**src/hw/rtl/baes_pkg.sv**
```systemverilog
// Shared constants for the box-average and exponential smoother block.
`default_nettype none

package baes_pkg;

  // Field widths of the stream and configuration payloads.
  localparam int unsigned SampleW = 12;
  localparam int unsigned AvgW    = 12;
  localparam int unsigned SmoothW = 28;
  localparam int unsigned WeightW = 17;

  // Byte-padded widths of the stream data buses.
  localparam int unsigned InDataW  = 16;
  localparam int unsigned OutDataW = 40;

  // Default structural parameters.
  localparam int unsigned WindowDef     = 10;
  localparam int unsigned SampleBitsDef = 12;

  // Filter arithmetic: Q1.16 weight, unity weight and the reset weight (about 0.1).
  localparam int unsigned FracBits = 16;
  localparam logic [WeightW-1:0] WeightOne   = 17'h10000;
  localparam logic [WeightW-1:0] WeightReset = 17'd6554;

endpackage

`default_nettype wire

```
**src/hw/rtl/baes_ram.sv**
```systemverilog
// Generic single-port RAM with read-first behavior and a registered read port.
`default_nettype none

module baes_ram #(
  parameter int unsigned Width = 12,
  parameter int unsigned Depth = 10
) (
  input  wire logic                     clk_i,
  input  wire logic                     en_i,
  input  wire logic                     we_i,
  input  wire logic [$clog2(Depth)-1:0] addr_i,
  input  wire logic [Width-1:0]         wdata_i,
  output logic      [Width-1:0]         rdata_o
);

  logic [Width-1:0] mem_q [Depth];
  logic [Width-1:0] rdata_q;

  // The read returns the old contents when the same entry is written in that cycle.
  always_ff @(posedge clk_i) begin
    if (en_i) begin
      rdata_q <= mem_q[addr_i];
      if (we_i) begin
        mem_q[addr_i] <= wdata_i;
      end
    end
  end

  assign rdata_o = rdata_q;

endmodule

`default_nettype wire

```
**src/hw/rtl/box_average_then_ema_smoother_unit.sv**
```systemverilog
// Top level of the box-average then exponential smoother.
//
// Usage: each sample arrives as one transfer on the s_axis channel and gives
// exactly one result transfer on the m_axis channel, in order. A result holds
// the truncated mean of the last Window samples and the low-pass filtered
// mean in unsigned Q12.16. The filter weight is written over the cfg channel
// (Q1.16, values above 65536 act as 65536). The user must write it only while
// the block is idle; the block itself does not enforce this.
//
// Throughput is one sample per cycle unless the receiver stalls: the history
// ring is a RAM read and written at the same slot in the accept cycle, the
// running total and the filter state each feed back through a register, and the
// divide by Window is a reciprocal multiply plus a correction over two pipeline stages.
//
// Reset clears the ring (through a wrap flag, not by sweeping the RAM), the
// write slot, the running total and the filter state, and sets the weight to
// about 0.1. When the receiver stalls, the pipeline keeps filling its empty
// stages and s_axis_tready drops only once every stage holds an item.
`default_nettype none

module box_average_then_ema_smoother_unit #(
  parameter int unsigned Window     = baes_pkg::WindowDef,
  parameter int unsigned SampleBits = baes_pkg::SampleBitsDef
) (
  input  wire logic                           clk_i,
  input  wire logic                           rst_ni,
  // Sample stream. tdata: [11:0] sample, upper bits zero.
  input  wire logic                           s_axis_tvalid,
  output logic                                s_axis_tready,
  input  wire logic [baes_pkg::InDataW-1:0]   s_axis_tdata,
  // Result stream. tdata: [11:0] window_average, [39:12] smoothed_value.
  output logic                                m_axis_tvalid,
  input  wire logic                           m_axis_tready,
  output logic      [baes_pkg::OutDataW-1:0]  m_axis_tdata,
  // Weight register write channel. data: [16:0] smoothing_weight.
  input  wire logic                           cfg_valid_i,
  output logic                                cfg_ready_o,
  input  wire logic [baes_pkg::WeightW-1:0]   cfg_data_i
);

  localparam int unsigned SlotW   = $clog2(Window);
  localparam int unsigned TotalW  = SampleBits + $clog2(Window);
  localparam int unsigned SmW     = SampleBits + baes_pkg::FracBits;
  localparam int unsigned WW      = baes_pkg::WeightW;
  localparam int unsigned AccW    = WW + SampleBits;
  localparam int unsigned TermW   = WW + SmW;
  // Truncated reciprocal of Window, scaled so the quotient estimate is short by at most one.
  localparam logic [TotalW-1:0] Recip = TotalW'((64'd1 << TotalW) / Window);

  // Input handshake and sample.
  logic                  accept;
  logic [SampleBits-1:0] sample;

  assign accept = s_axis_tvalid && s_axis_tready;
  assign sample = SampleBits'(s_axis_tdata[baes_pkg::SampleW-1:0]);

  // Control and state registers.
  logic [5:1]         valid_q;
  logic               out_valid_q;
  logic [SlotW-1:0]   slot_q;
  logic               wrapped_q;
  logic [TotalW-1:0]  total_q;
  logic [SmW-1:0]     smooth_q;
  logic [WW-1:0]      weight_q;
  logic [WW-1:0]      inv_weight_q;

  // Stage payload registers.
  logic [SampleBits-1:0] s1_sample_q;
  logic                  s1_old_ok_q;
  logic [TotalW-1:0]     s2_total_q;
  logic [2*TotalW-1:0]   s3_prod_q;
  logic [TotalW-1:0]     s3_total_q;
  logic [SampleBits-1:0] s4_avg_q;
  logic [AccW-1:0]       s5_term_q;
  logic [SampleBits-1:0] s5_avg_q;
  logic [SampleBits-1:0] out_avg_q;

  // Stage k can take a new item when it is empty or its item moves on.
  logic [6:1] free;

  always_comb begin
    free[6] = !out_valid_q || m_axis_tready;
    for (int k = 5; k >= 1; k--) begin
      free[k] = !valid_q[k] || free[k+1];
    end
  end

  assign s_axis_tready = free[1];

  // History ring: read the oldest sample and overwrite it in the same cycle.
  logic [SampleBits-1:0] ring_rdata;

  baes_ram #(
    .Width (SampleBits),
    .Depth (Window)
  ) u_ring (
    .clk_i   (clk_i),
    .en_i    (accept),
    .we_i    (accept),
    .addr_i  (slot_q),
    .wdata_i (sample),
    .rdata_o (ring_rdata)
  );

  // Stage 1: running total update; entries not yet written since reset read as zero.
  logic [SampleBits-1:0] old_sample;
  logic [TotalW-1:0]     total_new;

  assign old_sample = s1_old_ok_q ? ring_rdata : '0;
  assign total_new  = total_q - TotalW'(old_sample) + TotalW'(s1_sample_q);

  // Stage 3: correct the reciprocal estimate by one compare and add.
  logic [SampleBits-1:0] quot_est;
  logic [TotalW-1:0]     remainder;
  logic [SampleBits-1:0] avg_fixed;

  assign quot_est  = SampleBits'(s3_prod_q >> TotalW);
  assign remainder = s3_total_q - TotalW'(quot_est * Window);
  assign avg_fixed = quot_est + SampleBits'(remainder >= TotalW'(Window));

  // Stage 5: filter step, new = w*avg + ((1-w)*old >> 16).
  logic [TermW-1:0] decay_prod;
  logic [SmW-1:0]   smooth_new;

  assign decay_prod = TermW'(inv_weight_q) * TermW'(smooth_q);
  assign smooth_new = SmW'(TermW'(s5_term_q) + (decay_prod >> baes_pkg::FracBits));

  // Weight saturation applied at the register write.
  logic [WW-1:0] weight_sat;

  assign weight_sat  = (cfg_data_i > baes_pkg::WeightOne) ? baes_pkg::WeightOne : cfg_data_i;
  assign cfg_ready_o = 1'b1;

  // Control state, running total, filter state and weight.
  always_ff @(posedge clk_i or negedge rst_ni) begin
    if (!rst_ni) begin
      valid_q      <= '0;
      out_valid_q  <= 1'b0;
      slot_q       <= '0;
      wrapped_q    <= 1'b0;
      total_q      <= '0;
      smooth_q     <= '0;
      weight_q     <= baes_pkg::WeightReset;
      inv_weight_q <= baes_pkg::WeightOne - baes_pkg::WeightReset;
    end else begin
      if (free[1]) valid_q[1] <= accept;
      for (int k = 2; k <= 5; k++) begin
        if (free[k]) valid_q[k] <= valid_q[k-1];
      end
      if (free[6]) out_valid_q <= valid_q[5];

      if (accept) begin
        if (slot_q == SlotW'(Window - 1)) begin
          slot_q    <= '0;
          wrapped_q <= 1'b1;
        end else begin
          slot_q <= slot_q + 1'b1;
        end
      end

      if (valid_q[1] && free[2]) total_q <= total_new;
      if (valid_q[5] && free[6]) smooth_q <= smooth_new;

      if (cfg_valid_i && cfg_ready_o) begin
        weight_q     <= weight_sat;
        inv_weight_q <= baes_pkg::WeightOne - weight_sat;
      end
    end
  end

  // Pipeline payload; each stage loads whenever it is free.
  always_ff @(posedge clk_i) begin
    if (free[1]) begin
      s1_sample_q <= sample;
      s1_old_ok_q <= wrapped_q;
    end
    if (free[2]) s2_total_q <= total_new;
    if (free[3]) begin
      s3_prod_q  <= (2*TotalW)'(s2_total_q) * (2*TotalW)'(Recip);
      s3_total_q <= s2_total_q;
    end
    if (free[4]) s4_avg_q <= avg_fixed;
    if (free[5]) begin
      s5_term_q <= AccW'(weight_q) * AccW'(s4_avg_q);
      s5_avg_q  <= s4_avg_q;
    end
    if (free[6]) out_avg_q <= s5_avg_q;
  end

  // Result transfer; the filter state is the smoothed field of the held result.
  assign m_axis_tvalid = out_valid_q;
  assign m_axis_tdata  = {baes_pkg::SmoothW'(smooth_q), baes_pkg::AvgW'(out_avg_q)};

  // The write slot stays inside the ring.
  assert property (@(posedge clk_i) disable iff (!rst_ni) slot_q < SlotW'(Window))
    else $error("write slot outside the ring");

  // With no result held, every stage can move, so a sample is always taken.
  assert property (@(posedge clk_i) disable iff (!rst_ni) !out_valid_q |-> s_axis_tready)
    else $error("input stalled with an empty output");

  // The running total never exceeds the largest possible ring sum.
  assert property (@(posedge clk_i) disable iff (!rst_ni)
    total_q <= TotalW'(Window * ((1 << SampleBits) - 1)))
    else $error("running total out of range");

  // The quotient estimate is short by at most one.
  assert property (@(posedge clk_i) disable iff (!rst_ni)
    valid_q[3] |-> remainder < TotalW'(2 * Window))
    else $error("division correction out of range");

  // A result appears only after the final stage held an item.
  assert property (@(posedge clk_i) disable iff (!rst_ni)
    $rose(out_valid_q) |-> $past(valid_q[5]))
    else $error("result without a source item");

endmodule

`default_nettype wire
```
**config.mk**
```make
export PLATFORM = sky130hd
export DESIGN_NAME = box_average_then_ema_smoother_unit
export DESIGN_NICKNAME = d
export VERILOG_FILES = /design/src/hw/rtl/baes_pkg.sv /design/src/hw/rtl/baes_ram.sv /design/src/hw/rtl/box_average_then_ema_smoother_unit.sv
export SDC_FILE = /design/constraint.sdc
export NUM_CORES = 2
export LEC_CHECK = 0
export BUFFER_PORTS_ARGS = -buffer_cell sky130_fd_sc_hd__buf_2
export CAP_MARGIN = 20
export CORE_ASPECT_RATIO = 1.75
export CORE_MARGIN = 2
export CORE_UTILIZATION = 30
export CTS_CLUSTER_DIAMETER = 50
export DETAILED_ROUTE_END_ITERATION = 10
export PLACE_DENSITY = 0.57
export SLEW_MARGIN = 5
export SYNTH_ARGS = -nofsm -noshare
export SYNTH_HDL_FRONTEND = slang
export SYNTH_SLANG_ARGS = --single-unit
```
**constraint.sdc**
```tcl
create_clock -name clk_i -period 8 [get_ports clk_i]
set_clock_uncertainty 0.1 [all_clocks]
set_input_delay 0.8 -clock clk_i [delete_from_list [all_inputs] [get_ports clk_i]]
set_output_delay 0.8 -clock clk_i [all_outputs]
set_load 0.03 [all_outputs]
```
Word level (Yosys, flattened, before mapping)
Memories as Yosys holds them, arrays and structs flattened. A register that Yosys moved wholly into a read port is not among the register bits.
Index checks and enable logic that the tools add are counted.
Operators by class
  add/sub/neg operators: 7
  multipliers: 4
  $lt $le $gt $ge: 2
  equal/unequal tests: 1
  mux-type cells: 5
  reduce and logical (&&, ||, !) cells: 16
Operators by type and width (count)
  17-bit by 28-bit multiplier with 44-bit output: 1
  28-bit adder: 1
  16-bit by 13-bit multiplier with 28-bit output (second input constant): 1
  17-bit by 12-bit multiplier with 28-bit output: 1
  17-bit greater-than comparator (second input constant): 1
  17-bit 2-to-1 mux: 1
  17-bit subtractor (first input constant): 1
  16-bit by 12-bit adder with 16-bit output: 1
  16-bit by 4-bit greater-or-equal comparator with 1-bit output (second input constant): 1
  16-bit by 12-bit subtractor with 16-bit output: 1
  16-bit subtractor: 1
  12-bit by 3-bit multiplier with 15-bit output (second input constant): 1
  12-bit by 1-bit adder with 12-bit output: 1
  12-bit 2-to-1 mux: 1
  1-bit logical NOT: 6
  1-bit logical OR: 6
  4-bit by 1-bit adder with 4-bit output (second input constant): 1
  4-bit equality test (second input constant): 1
  4-bit 2-to-1 mux: 1
  1-bit logical AND: 3
  1-bit 2-to-1 mux: 2
  2-bit AND reduction: 1
Word-level totals
  register bits after elaboration: 226
  bits in writable memories: 120
  input bits: 38
  output and inout bits: 43
  logic and storage cells: 57
  memories: 1
Memories
  u_ring.mem_q: depth 10, width 12, read ports 1, clocked after Yosys merged registers in 1, wr ports 1, line baes_ram.sv:16  | logic [Width-1:0] mem_q [Depth];

Depth between registers and ports, before layout
  depth after elaboration: 10
  mapped depth: 38
  depth with buffers taken out: 37

By module
From an unflattened synthesis, not the netlist that was laid out.
Second synthesis, totals
  cell total of the unflattened synthesis: 3943
  area total of the unflattened synthesis: 39835.7 sq um
By module, submodules not included
  box_average_then_ema_smoother_unit: instances 1, cells each 3695, area each 34760.8 sq um, sequential area each 5825.6 sq um
  baes_ram: instances 1, cells each 248, area each 5074.9 sq um, sequential area each 3963.8 sq um

Worst setup path after synthesis
Ideal clock, no wire load.
  path kind: flip-flop to flip-flop
  start: reg smooth_q[22]
  end: reg smooth_q[27]
  setup time: 0.131 ns
  arrival: 8.369 ns
  required time: 7.769 ns
  slack: -0.601 ns
  stages on the path, launching flop included: 39
  path buffers: 2
  period minus slack after synthesis: 8.601 ns
  cells stage by stage: dfrtp_1 -> clkbuf_1 -> clkbuf_1 -> nand2_1 -> fa_1 -> inv_1 -> fa_1 -> inv_1 -> fa_1 -> inv_1 -> fa_1 -> fa_1 -> inv_1 -> fa_1 -> inv_1 -> ha_1 -> nand3_2 -> or4_4 -> (+3 left out) -> o21ai_4 -> a21oi_1 -> nor2b_1 -> o21a_1 -> nor2_1 -> xnor2_1 -> ha_1 -> nand4_1 -> nor3_1 -> o311ai_0 -> nand3_1 -> nor3_1 -> or3_1 -> a31oi_1 -> a21o_1 -> a21oi_1 -> xnor3_1 -> o21ai_1
On the way
  word-level cells in the longest chain between the ends: 2
RTL lines
  start: declaration: line box_average_then_ema_smoother_unit.sv:63  | logic [SmW-1:0] smooth_q;
  start signal: assignment: line box_average_then_ema_smoother_unit.sv:162  | if (valid_q[5] && free[6]) smooth_q <= smooth_new;
  17-bit by 28-bit multiplier with 44-bit output: line box_average_then_ema_smoother_unit.sv:125  | assign decay_prod = TermW'(inv_weight_q) * TermW'(smooth_q);
  28-bit adder: line box_average_then_ema_smoother_unit.sv:126  | assign smooth_new = SmW'(TermW'(s5_term_q) + (decay_prod >> baes_pkg::FracBits));
Every way passes these cells.
A chain may end at the register's enable or synchronous reset.

Worst setup path in the final report
  start: reg inv_weight_q[6]
  end: reg smooth_q[27]
On the way
  word-level cells in the longest chain between the ends: 2
RTL lines
  start: declaration: line box_average_then_ema_smoother_unit.sv:65  | logic [WW-1:0] inv_weight_q;
  start signal: assignment: line box_average_then_ema_smoother_unit.sv:144  | inv_weight_q <= baes_pkg::WeightOne - baes_pkg::WeightReset;
  start signal: assignment: line box_average_then_ema_smoother_unit.sv:166  | inv_weight_q <= baes_pkg::WeightOne - weight_sat;
  17-bit by 28-bit multiplier with 44-bit output: line box_average_then_ema_smoother_unit.sv:125
  28-bit adder: line box_average_then_ema_smoother_unit.sv:126
Every way passes these cells.

==> impl_metrics.csv <==
group,metric,value,unit
cells_and_area,seq_area,9820,µm²
cells_and_area,final.fill_count,13100,
die,core,131000,µm²
critical_path,critPathArrivalTime,8780,ps
sta,setup_repair_after_global_routing_missed_its_margin,"yes",
critical_path,path_buf_inv,5,
yosys,synth-edff-count,252,
cts,tritoncts_num_sinks,340,
cells_and_area,antenna-diode-count,0,
sta,slew_headroom,37.7,%
sta,tightest_slew,931,ps
yosys,synthSimpleGateAreaFrac,12.6,%
detailed_routing,avgRoutedWirePerCell,17.2,µm
yosys,synth_cells,3889,
cts,cts_tree,"built",
global_route,grt_pass1_wl,161000,µm
run_status,failing_checks,"negative setup slack",
sta,timing.final.ws_setup,-452,ps
yosys,largest_family_of_logic_cells_by_synthesized_area,"adder cells",
yosys,synth_seq_cells,340,
critical_path,critical-path-max-stage-delay,660,ps
yosys,synth.top_cell.area_share,30.8,%
yosys,syn_nets,4890,
cts,clkLatencyLatePin,620,ps
sta,timing.final.crit_period,8450,ps
yosys,post_synth.cell_area_avg,10.1,µm²
die,die_area,135000,µm²
placement,gpl_congestion,0.896,
global_route,grt_start_max_net_pins,54,
placement,worst_slack_placed,-577,ps
yosys,post_synth_fa_ha_maj_area_fraction,42.1,%
yosys,cell_types_with_the_largest_area_share_after_synthesis,"fa_1 31%, edfxtp_1 19%, ha_1 11%, inv_1 7.8%, nand2_1 5.2%",
critical_path,critPathLaunchType,"flip-flop",
cts,clk_path_buf_depth,3,
global_route,first_global_vias,30400,
sta,final.period_utilization,106,%
sta,hold_viol_final,0,
critical_path,critPathSlowestCell,"dfstp_2",
die,initial_core_util,30.1,%
sta,max_freq,0.118,GHz
cts,cts-htree-levels,2,
detailed_routing,detailedRoute.firstIterationViolations,1048,
worst_hold_path,hold_path_class,"input port to async pin",
global_route,global_route.usage.total,15.3,%
global_route,grt_antenna_before_repair,0,
detailed_routing,routed_wirelength,100000,µm
cells_and_area,layout-drive-gt1-share,14.6,%
placement,port_buffers,75,
detailed_routing,drt_pass1_iterations,7,
sta,report.final.slew_viol_count,0,
die,die-width,278,µm
yosys,post-synth-top-area-cell,"fa_1",
yosys,synth_xor_area_share,2.90,%
cells_and_area,multi_input_area,26400,µm²
detailed_routing,drt-vias-per-instance,4.67,
cts,clkTransAtPathRegs,60,ps
cells_and_area,area_delta_synth_final,15.9,%
run_status,outcome,"finished with violations",
yosys,multiplexer_fraction_of_the_synthesized_cell_area,2.43,%
global_route,global_route.overflow_total,0,
die,boundaryPins,81,
die,rows,176,
sta,fin_hold_ws,177,ps
critical_path,path_delay_family,"adder cells",
sta,setup_violations,12,
cts,cts-hold-fix-buffers,0,
yosys,synth_compound_gate_area_share,5.76,%
critical_path,path_max_fanout,6,
yosys,asyncSetResetFlopFracSynth,25.9,%
critical_path,crit_path_frequent_cell,"fa_1",
yosys,syn_area,39400,µm²
cts,cts-root-buf,"clkbuf_16",
critical_path,critical_path_required,8320,ps
yosys,synth-main-ff-cell,"edfxtp_1",
job,maxCapViolations,0,
critical_path,timing.setup.critical_path_class,"flip-flop to flip-flop",
yosys,ys_types,71,
yosys,synth-seq-area-share,24.8,%
detailed_routing,drcViolationCount,0,
critical_path,critPathCaptureType,"flip-flop",
yosys,ys_warn_count,0,
detailed_routing,drt.antenna.violating_nets,0,
cts,tritoncts.num_buffers,44,
detailed_routing,route.vias.total,27300,
die,die-height,484,µm
placement,dp_hpwl,82500,µm
cells_and_area,total_nets_final,5124,
path summary, 6_finish.rpt:
check / cells after the start / slack [ps] / end / startpoint
max: 36 / -450 / smooth_q[27] / inv_weight_q[6]
min: 1 / 180 / wrapped_q / rst_ni
max reg2reg: 36 / -450 / smooth_q[27] / inv_weight_q[6]
min reg2reg: 0 / 310 / out_avg_q[3] / s5_avg_q[3]
max in group asynchronous: 2 / 6470 / smooth_q[11] / rst_ni
min in group clk_i: 0 / 310 / out_avg_q[3] / s5_avg_q[3]
area by class of cell:
| type | instances | share of cell area [%] |
|---|---|---|
| clock buffer | 51 | 2.51 |
| clock inverter | 31 | 0.884 |
| inverter | 821 | 6.74 |
| multi-input combinational | 2562 | 57.9 |
| sequential | 340 | 21.5 |
| tap | 1691 | 4.63 |
| timing repair buffer | 354 | 5.90 |
logic make-up after synthesis:
| family | after synthesis |
|---|---|
| fa+ha+maj | 963 |
| other cells | 1 |
| buf+inv | 987 |
| mux | 63 |
| simple gates | 1050 |
| compound gates | 356 |
| flops | 340 |
| xor+xnor | 129 |
cell usage after synthesis, types with 4 or more instances:
master / instances
a211oi_1: 24
a21boi_0: 7
a21o_1: 39
a21oi_1: 95
a31oi_1: 8
and2_1: 244
and3_1: 13
buf_1: 6
clkbuf_1: 159
dfrtp_1: 72
dfstp_2: 16
edfxtp_1: 252
fa_1: 607
ha_1: 356
inv_1: 821
mux2_2: 23
mux2i_1: 16
mux4_2: 24
nand2_1: 542
nand2b_1: 20
nand3_1: 29
nand3b_1: 9
nand4_1: 5
nor2_1: 82
nor2b_1: 34
nor3_1: 40
nor4_1: 4
o2111ai_1: 5
o211ai_1: 7
o21a_1: 21
o21ai_0: 84
o21ai_1: 6
o21bai_1: 9
o22ai_1: 13
o31a_1: 5
o31ai_1: 5
or2_2: 7
or3_1: 9
xnor2_1: 85
xor2_1: 43
sequential cells by signal, indices dropped and copies added, names as in the netlist, 15 cells and up:
name          flops
weight_q         17
smooth_q         28
total_q          16
u_ring.mem_q    120
s5_term_q        28
s3_total_q       15
s2_total_q       16
inv_weight_q     16
cell usage in the layout, fill, tap and decap left out, drive strengths merged, types with 8 or more instances in the layout:
| cell type | n |
|---|---|
| and2 | 244 |
| a211oi | 24 |
| o21bai | 9 |
| inv | 831 |
| mux4 | 24 |
| nor2b | 34 |
| edfxtp | 252 |
| dfstp | 16 |
| a21oi | 98 |
| a21boi | 8 |
| buf | 354 |
| a21o | 39 |
| o22ai | 13 |
| clkinv | 14 |
| o21a | 21 |
| xor2 | 43 |
| clkbuf | 51 |
| nor2 | 82 |
| nand3b | 9 |
| o21ai | 91 |
| xnor2 | 85 |
| nand2 | 542 |
| nand2b | 20 |
| ha | 356 |
| nand3 | 30 |
| dfrtp | 72 |
| or3 | 9 |
| mux2i | 16 |
| nor3 | 40 |
| and3 | 14 |
| fa | 607 |
| mux2 | 23 |
| a31oi | 8 |
per-layer routing:
metal  part of all wire (%)  GRT usage, %
met4                    6.4          8.41
met2                     58          31.1
met5                      0             0
met1                     33          14.6
met3                    2.8          1.70
stage by stage:
stage	instances	cell area, µm²	util [%]	TNS [ps]
after detailed placement	5740	43500	33.2	-3780
after global routing	5850	45700	34.9	-8170
after global placement	5740	43500	33.2	-3350
final	5850	45700	34.9	-2760
after floorplan	3889	39900	-	0
after CTS	5842	45500	34.7	-2180
what timing repair did:
action                                 in CTS  in global routing
buffers inserted                           20                  6
pin swaps                                  45                 35
setup endpoints to repair                  15                 19
endpoints found under the hold margin       0                  0
gates resized for setup                    55                 26
Power is not shown: default switching activity piles up to over one toggle a cycle in this logic, so the estimate is an artifact.
